===== config.mk =====
export PLATFORM = sky130hd
export DESIGN_NAME = bracket_balance_checker_core_flat
export DESIGN_NICKNAME = d
export VERILOG_FILES = /design/src/hw/rtl/bbc_pkg.sv /design/src/hw/rtl/bbc_in_if.sv /design/src/hw/rtl/bbc_out_if.sv /design/src/hw/rtl/bbc_out_skid.sv /design/src/hw/rtl/bracket_balance_checker_core.sv /design/src/flat_wrapper.sv
export SDC_FILE = /design/constraint.sdc
export NUM_CORES = 1
export LEC_CHECK = 0
export BUFFER_PORTS_ARGS = -buffer_cell sky130_fd_sc_hd__buf_4
export CAP_MARGIN = 20
export CORE_UTILIZATION = 45
export CTS_CLUSTER_DIAMETER = 40
export DETAILED_ROUTE_END_ITERATION = 10
export PLACE_DENSITY = 0.67
export SYNTH_ARGS = -nofsm -noshare
export SYNTH_HDL_FRONTEND = slang
export SYNTH_SLANG_ARGS = --single-unit

===== constraint.sdc =====
create_clock -name clk -period 5.9 [get_ports clk]
set_input_delay 0.295 -clock clk [delete_from_list [all_inputs] [get_ports clk]]
set_output_delay 0.295 -clock clk [all_outputs]
set_load 0.02 [all_outputs]

===== src/hw/rtl/bbc_pkg.sv =====
// ----------------------------------------------------------------------------
// bbc_pkg
// Shared types, constants and character classifier of the bracket balance checker.
// ----------------------------------------------------------------------------
package bbc_pkg;

  typedef logic [1:0] kind_t;

  localparam kind_t KIND_ROUND  = 2'd0;
  localparam kind_t KIND_SQUARE = 2'd1;
  localparam kind_t KIND_CURLY  = 2'd2;

  localparam logic [2:0] ERR_OK       = 3'd0;
  localparam logic [2:0] ERR_MISMATCH = 3'd1;
  localparam logic [2:0] ERR_EMPTY    = 3'd2;
  localparam logic [2:0] ERR_UNCLOSED = 3'd3;
  localparam logic [2:0] ERR_OVERFLOW = 3'd4;

  localparam logic [7:0] CH_OPEN_ROUND   = 8'h28;
  localparam logic [7:0] CH_OPEN_SQUARE  = 8'h5B;
  localparam logic [7:0] CH_OPEN_CURLY   = 8'h7B;
  localparam logic [7:0] CH_CLOSE_ROUND  = 8'h29;
  localparam logic [7:0] CH_CLOSE_SQUARE = 8'h5D;
  localparam logic [7:0] CH_CLOSE_CURLY  = 8'h7D;

  typedef struct packed {
    logic  is_open;
    logic  is_close;
    kind_t kind;
  } char_class_t;

  typedef struct packed {
    logic       balanced;
    logic [2:0] error_code;
  } result_t;

  function automatic char_class_t classify(input logic [7:0] ch);
    char_class_t c;
    c = '{is_open: 1'b0, is_close: 1'b0, kind: KIND_ROUND};
    unique case (ch)
      CH_OPEN_ROUND:   c = '{is_open: 1'b1, is_close: 1'b0, kind: KIND_ROUND};
      CH_OPEN_SQUARE:  c = '{is_open: 1'b1, is_close: 1'b0, kind: KIND_SQUARE};
      CH_OPEN_CURLY:   c = '{is_open: 1'b1, is_close: 1'b0, kind: KIND_CURLY};
      CH_CLOSE_ROUND:  c = '{is_open: 1'b0, is_close: 1'b1, kind: KIND_ROUND};
      CH_CLOSE_SQUARE: c = '{is_open: 1'b0, is_close: 1'b1, kind: KIND_SQUARE};
      CH_CLOSE_CURLY:  c = '{is_open: 1'b0, is_close: 1'b1, kind: KIND_CURLY};
      default:         c = '{is_open: 1'b0, is_close: 1'b0, kind: KIND_ROUND};
    endcase
    return c;
  endfunction

endpackage


===== src/hw/rtl/bbc_in_if.sv =====
// ----------------------------------------------------------------------------
// bbc_in_if
// Character stream channel: valid/ready with one byte, a presence flag and an end mark.
// ----------------------------------------------------------------------------
interface bbc_in_if;
  logic       valid;
  logic       ready;
  logic [7:0] character;
  logic       char_present;
  logic       end_of_string;

  modport source (output valid, output character, output char_present,
                  output end_of_string, input ready);
  modport sink (input valid, input character, input char_present,
                input end_of_string, output ready);
endinterface


===== src/hw/rtl/bbc_out_if.sv =====
// ----------------------------------------------------------------------------
// bbc_out_if
// Verdict channel: valid/ready with the balance flag and error code.
// ----------------------------------------------------------------------------
interface bbc_out_if;
  logic       valid;
  logic       ready;
  logic       balanced;
  logic [2:0] error_code;

  modport source (output valid, output balanced, output error_code, input ready);
  modport sink (input valid, input balanced, input error_code, output ready);
endinterface


===== src/hw/rtl/bbc_out_skid.sv =====
// ----------------------------------------------------------------------------
// bbc_out_skid
// Two-entry output buffer: output register plus skid register.
// ----------------------------------------------------------------------------
module bbc_out_skid
  import bbc_pkg::*;
(
  input  logic    clk,
  input  logic    rst,
  input  logic    push,
  input  result_t push_data,
  output logic    full,
  output logic    out_valid,
  input  logic    out_ready,
  output result_t out_data
);

  logic    skid_valid;
  result_t skid_data;
  logic    pop;

  assign pop  = out_valid && out_ready;
  assign full = skid_valid;

  always_ff @(posedge clk) begin
    if (rst) begin
      out_valid  <= 1'b0;
      skid_valid <= 1'b0;
    end else if (skid_valid) begin
      if (pop) begin
        out_data   <= skid_data;
        skid_valid <= 1'b0;
      end
    end else if (push) begin
      if (!out_valid || pop) begin
        out_data  <= push_data;
        out_valid <= 1'b1;
      end else begin
        skid_data  <= push_data;
        skid_valid <= 1'b1;
      end
    end else if (pop) begin
      out_valid <= 1'b0;
    end
  end

endmodule


===== src/hw/rtl/bracket_balance_checker_core.sv =====
// ----------------------------------------------------------------------------
// bracket_balance_checker_core
// Checks nesting of (), [] and {} in a byte stream, one verdict per string.
// ----------------------------------------------------------------------------
// One character beat is taken every clock cycle while the output buffer is
// not full. The bracket stack lives in a single-port-write, registered-read
// memory of STACK_DEPTH entries; the top of stack is held in a register, and
// after a pop the next entry comes from the memory read issued in that same
// cycle, so consecutive pops run at full rate. The verdict is registered into
// a two-entry output buffer when the end-marked beat is taken, so input can
// continue while a verdict waits. Opening past STACK_DEPTH reports overflow.
module bracket_balance_checker_core
  import bbc_pkg::*;
#(
  parameter int STACK_DEPTH = 64
) (
  input  logic      clk,
  input  logic      rst,
  bbc_in_if.sink    chars,
  bbc_out_if.source verdict
);

  localparam int AW      = (STACK_DEPTH > 1) ? $clog2(STACK_DEPTH) : 1;
  localparam int LEVEL_W = $clog2(STACK_DEPTH + 1);

  kind_t stack_mem [STACK_DEPTH];
  kind_t rd_data;

  logic [LEVEL_W-1:0] level, level_next;
  logic [2:0]         err, err_next;
  kind_t              top_q;
  logic               top_sel;
  kind_t              top_eff;

  char_class_t cls;
  logic        accept, active, push, pop, full;
  result_t     res;

  assign accept  = chars.valid && chars.ready;
  assign chars.ready = !full;
  assign cls     = classify(chars.character);
  assign active  = accept && chars.char_present && (err == ERR_OK);
  assign top_eff = top_sel ? rd_data : top_q;

  assign push = active && cls.is_open && (level < LEVEL_W'(STACK_DEPTH));
  assign pop  = active && cls.is_close && (level != '0);

  always_comb begin
    level_next = level;
    err_next   = err;
    if (active && cls.is_open) begin
      if (push) level_next = level + LEVEL_W'(1);
      else      err_next   = ERR_OVERFLOW;
    end else if (active && cls.is_close) begin
      if (pop) begin
        level_next = level - LEVEL_W'(1);
        if (top_eff != cls.kind) err_next = ERR_MISMATCH;
      end else begin
        err_next = ERR_EMPTY;
      end
    end
    if (err_next != ERR_OK)      res.error_code = err_next;
    else if (level_next != '0)   res.error_code = ERR_UNCLOSED;
    else                         res.error_code = ERR_OK;
    res.balanced = (res.error_code == ERR_OK);
  end

  always_ff @(posedge clk) begin
    if (push) stack_mem[level[AW-1:0]] <= cls.kind;
    if (pop)  rd_data <= stack_mem[AW'(level - LEVEL_W'(2))];
  end

  always_ff @(posedge clk) begin
    if (rst) begin
      level   <= '0;
      err     <= ERR_OK;
      top_sel <= 1'b0;
    end else begin
      top_q   <= push ? cls.kind : top_eff;
      top_sel <= pop;
      if (accept && chars.end_of_string) begin
        level <= '0;
        err   <= ERR_OK;
      end else begin
        level <= level_next;
        err   <= err_next;
      end
    end
  end

  bbc_out_skid u_skid (
    .clk       (clk),
    .rst       (rst),
    .push      (accept && chars.end_of_string),
    .push_data (res),
    .full      (full),
    .out_valid (verdict.valid),
    .out_ready (verdict.ready),
    .out_data  ({verdict.balanced, verdict.error_code})
  );

  a_level_bound: assert property (@(posedge clk) disable iff (rst)
    level <= LEVEL_W'(STACK_DEPTH))
    else $error("stack level beyond depth");

  a_end_clears: assert property (@(posedge clk) disable iff (rst)
    accept && chars.end_of_string |=> level == '0 && err == ERR_OK)
    else $error("state not cleared after end of string");

  a_sticky: assert property (@(posedge clk) disable iff (rst)
    accept && !chars.end_of_string && err != ERR_OK |=> $stable(err) && $stable(level))
    else $error("sticky error state changed");

  a_empty_close: assert property (@(posedge clk) disable iff (rst)
    active && cls.is_close && level == '0 && !chars.end_of_string |=> err == ERR_EMPTY)
    else $error("close on empty stack not flagged");

  a_stall_holds: assert property (@(posedge clk) disable iff (rst)
    !chars.ready |-> verdict.valid)
    else $error("input stalled with no verdict pending");

endmodule


===== src/flat_wrapper.sv =====
// flat-port wrapper written by rule: the top's interface ports become plain ports
module bracket_balance_checker_core_flat import bbc_pkg::*;
#(
  parameter int STACK_DEPTH = 64
)
  (clk, rst, chars_valid, chars_character, chars_char_present, chars_end_of_string, chars_ready, verdict_valid, verdict_balanced, verdict_error_code, verdict_ready);
  bbc_in_if chars_i ();
  bbc_out_if verdict_i ();
  input  logic clk;
  input  logic rst;
  input wire logic [$bits(chars_i.valid)-1:0] chars_valid;
  input wire logic [$bits(chars_i.character)-1:0] chars_character;
  input wire logic [$bits(chars_i.char_present)-1:0] chars_char_present;
  input wire logic [$bits(chars_i.end_of_string)-1:0] chars_end_of_string;
  output wire logic [$bits(chars_i.ready)-1:0] chars_ready;
  output wire logic [$bits(verdict_i.valid)-1:0] verdict_valid;
  output wire logic [$bits(verdict_i.balanced)-1:0] verdict_balanced;
  output wire logic [$bits(verdict_i.error_code)-1:0] verdict_error_code;
  input wire logic [$bits(verdict_i.ready)-1:0] verdict_ready;
  assign chars_i.valid = chars_valid;
  assign chars_i.character = chars_character;
  assign chars_i.char_present = chars_char_present;
  assign chars_i.end_of_string = chars_end_of_string;
  assign chars_ready = chars_i.ready;
  assign verdict_valid = verdict_i.valid;
  assign verdict_balanced = verdict_i.balanced;
  assign verdict_error_code = verdict_i.error_code;
  assign verdict_i.ready = verdict_ready;
  bracket_balance_checker_core #(.STACK_DEPTH(STACK_DEPTH)) u_core (.clk(clk), .rst(rst), .chars(chars_i), .verdict(verdict_i));
endmodule

==> impl_metrics.csv <==
group,metric,value,unit
grt,first_global_vias,3774,
clocking,worst_setup_hold_path_clk_slew,0.06,ns
clocking,clk_latency,0.43,ns
floorplan,io-pin-count,20,
clocking,cts_buffers,17,
grt,grt_max_degree,67,
logic_synthesis,synth_top_area_share,63.0,%
cells_and_area,nNetsFinal,465,
logic_synthesis,synth-adder-area-share,1.31,%
status,status,"finished clean",
clocking,hold_buffers,0,
logic_synthesis,synth_common_cells,"edfxtp_1 (140), nor2_1 (81), mux4_2 (40)",
logic_synthesis,ys_ff_latch,153,
logic_synthesis,yosysMostFrequentCell,"edfxtp_1",
timing,slew_headroom,40.8,%
worst_setup_path,rrSetupSlack,2.83,ns
logic_synthesis,synth-edff-count,140,
timing,final-setup-viol-count,0,
cells_and_area,fillers,1207,
logic_synthesis,yosysTopAreaCell,"edfxtp_1",
clocking,ctsResizeCount,0,
timing,fmax,326,MHz
timing,finalMaxSlewViolations,0,
cells_and_area,layout.area.seq,0.00447,mm^2
logic_synthesis,ys_seq_area_share,66.9,%
logic_synthesis,ys_warn_count,0,
logic_synthesis,synth.avg_cell_area,15.9,um^2
floorplan,die_h,124,um
worst_setup_path,rr_worst_depth,8,
logic_synthesis,synth_compound_area_share,3.08,%
logic_synthesis,synth_top_family_by_area,"multiplexers",
timing,rsz0062_at_grt,"no",
pwr,power_density,298,mW/mm^2
logic_synthesis,synthArstFlopShare,0,%
floorplan,rows,44,
clocking,cts.sinks,153,
cells_and_area,layout-drive-gt1-share,24.5,%
floorplan,fp.dieArea,0.0153,mm^2
worst_setup_path,worstPathRequired,6.06,ns
routing,drc,0,
clocking,cts-root-buf,"clkbuf_16",
logic_synthesis,synthFlopType,"edfxtp_1",
routing,post_drt_wl_per_cell,20.2,um
timing,fin_skew,0.00843,ns
floorplan,die_w,124,um
logic_synthesis,synth_mux_area_share,15.0,%
grt,grt_overflow,0,
worst_setup_path,critPathCaptureType,"flip-flop",
job,drv_cap,0,
routing,ant_nets,0,
timing,period_minus_slack,3.07,ns
worst_setup_path,worstPathArrival,3.23,ns
cells_and_area,layout.cells.non_filler,641,
logic_synthesis,synth.distinct_cells,50,
clocking,post_cts_buffers,0,
floorplan,core_region_area,0.0145,mm^2
clocking,htreeDepth,4,
floorplan,initial_utilization,46.1,%
logic_synthesis,yosys.area_share.simple,10.8,%
routing,wl,13000,um
grt,grt_pass1_wl,20800,um
routing,drtIter0Drc,326,
logic_synthesis,syn-instance-count,420,
cells_and_area,multi_input_comb_area,0.00210,mm^2
logic_synthesis,synthesis.area,0.00667,mm^2
worst_setup_path,cp_max_fo,14,
timing,hold_violations,0,
pwr,leakagePower,2.38,nW
pwr,vdd_ir_drop_max,0.255,mV
grt,track_usage,19.1,%
cells_and_area,area_delta_synth_final,13.8,%
routing,via_count,3643,
worst_setup_path,startpoint_type,"flip-flop",
min_path,hold_class,"in -> reg",
place,port_buffers,19,
worst_setup_path,critical_path_class,"reg -> reg",
cells_and_area,fin_util,52.4,%
logic_synthesis,synth_nets,441,
clocking,cts_tree,"done",
place,gp_congestion,0.799,
logic_synthesis,synth_xor_area_share,1.18,%
routing,via_per_inst,5.68,
timing,worstMarginPinSlew,0.875,ns
min_path,holdPathStages,2,
place,dp.cells,609,
grt,grt_antenna_before_repair,0,
clocking,cts_buffer_depth,2,
timing,setup_tns,0,ns
cells_and_area,diodes,0,
place,dp_hpwl,8140,um
timing,timing.final.crit_share,52.0,%
logic_synthesis,synth_area_leaders,"edfxtp_1 (63%), mux4_2 (14%), nor2_1 (4.6%)",
routing,dr.pass1.iters,4,
metal layers:
layer  vias up  routed length [um]  global-route usage, %
li1       1678                   -                      -
met1      1859                5790                   25.9
met2        87                6310                   29.2
met3        19                 665                   5.68
met4         0                 195                   7.00
met5         -                   0                      0
cell type report:
type | count | share of cell area [%]
multi-input combinational | 238 | 27.6
inverter | 10 | 0.495
sequential | 153 | 58.8
tap | 184 | 3.03
clock inverter | 15 | 1.96
clock buffer | 17 | 5.61
timing repair buffer | 24 | 2.42
cell usage in the layout (no fill, tap or decap), types with 2 or more instances in the layout:
cell type and n:
edfxtp_1 140, nor2_1 81, mux4_2 40, buf_4 23, clkbuf_16 17, nand2_1 16
dfxtp_1 12, nand3_1 10, inv_1 9, a21oi_1 7, ha_1 7, xnor2_1 5
nor3_1 5, mux2_2 5, nor4b_1 4, or3_1 4, nor2b_1 4, a31oi_1 4
xor2_1 4, mux2i_1 4, clkinv_1 4, clkinv_4 3, inv_6 3, nor3b_1 2
nor4_1 2, a22oi_1 2, and2_1 2, nand2b_1 2, a211oi_1 2, or3b_2 2
a221oi_1 2, clkinv_2 2, bufinv_16 2, clkinvlp_4 2
kinds of logic (layout without fill, tap and decap cells):
| logic type | Yosys count | count (layout) |
|---|---|---|
| AO/OA/AOI/OAI | 26 | 26 |
| adder cells (fa/ha/maj) | 7 | 7 |
| buffers and inverters | 29 | 66 |
| flip-flops | 153 | 153 |
| XOR/XNOR | 9 | 9 |
| multiplexers | 49 | 49 |
| AND/OR/NAND/NOR | 147 | 147 |
critical path: stages, from the launching register on:
cell       delay (ns)
dfxtp_1          0.46
or3_1            0.58
nand2b_1         0.21
a2111oi_0        0.48
mux2i_1          0.23
a21boi_0         0.28
nand4_1          0.15
o21bai_1         0.28
a31oi_1          0.13
sequential cells by signal, summed over array words and instances (netlist names):
register	flops
u_core.u_skid.out_data	4
u_core.stack_mem	128
u_core.u_skid.skid_data	4
u_core.top_q	2
u_core.u_skid.out_valid	1
u_core.level	7
u_core.u_skid.full	1
u_core.err	3
u_core.top_sel	1
u_core.rd_data	2
per-stage QoR:
step	setup slack (ns)	hold WS [ns]	area [um^2]	total power [mW]
floorplan	0.497	0.364	6670	1.21
global placement	2.64	0.490	7000	1.23
detailed placement	2.78	0.503	7010	1.23
CTS	2.85	0.0490	7590	2.27
global route	2.54	0.0621	7590	2.32
finish	2.83	0.0662	7590	2.26
final timing paths:
| kind | end | start |
|---|---|---|
| setup reg to reg | u_core.u_skid.out_data[1] | u_core.level[3] |
| hold / removal | u_core.u_skid.out_valid | rst |
| setup / recovery | u_core.u_skid.out_data[1] | u_core.level[3] |
| hold reg to reg | u_core.err[2] | u_core.err[2] |
power breakdown:
group,internal (mW),total (mW),switching (mW)
Combinational,0.0143,0.0321,0.0178
Sequential,1.17,1.17,0.00131
Clock,0.621,1.06,0.434
Power figures use the tool's default switching activity.
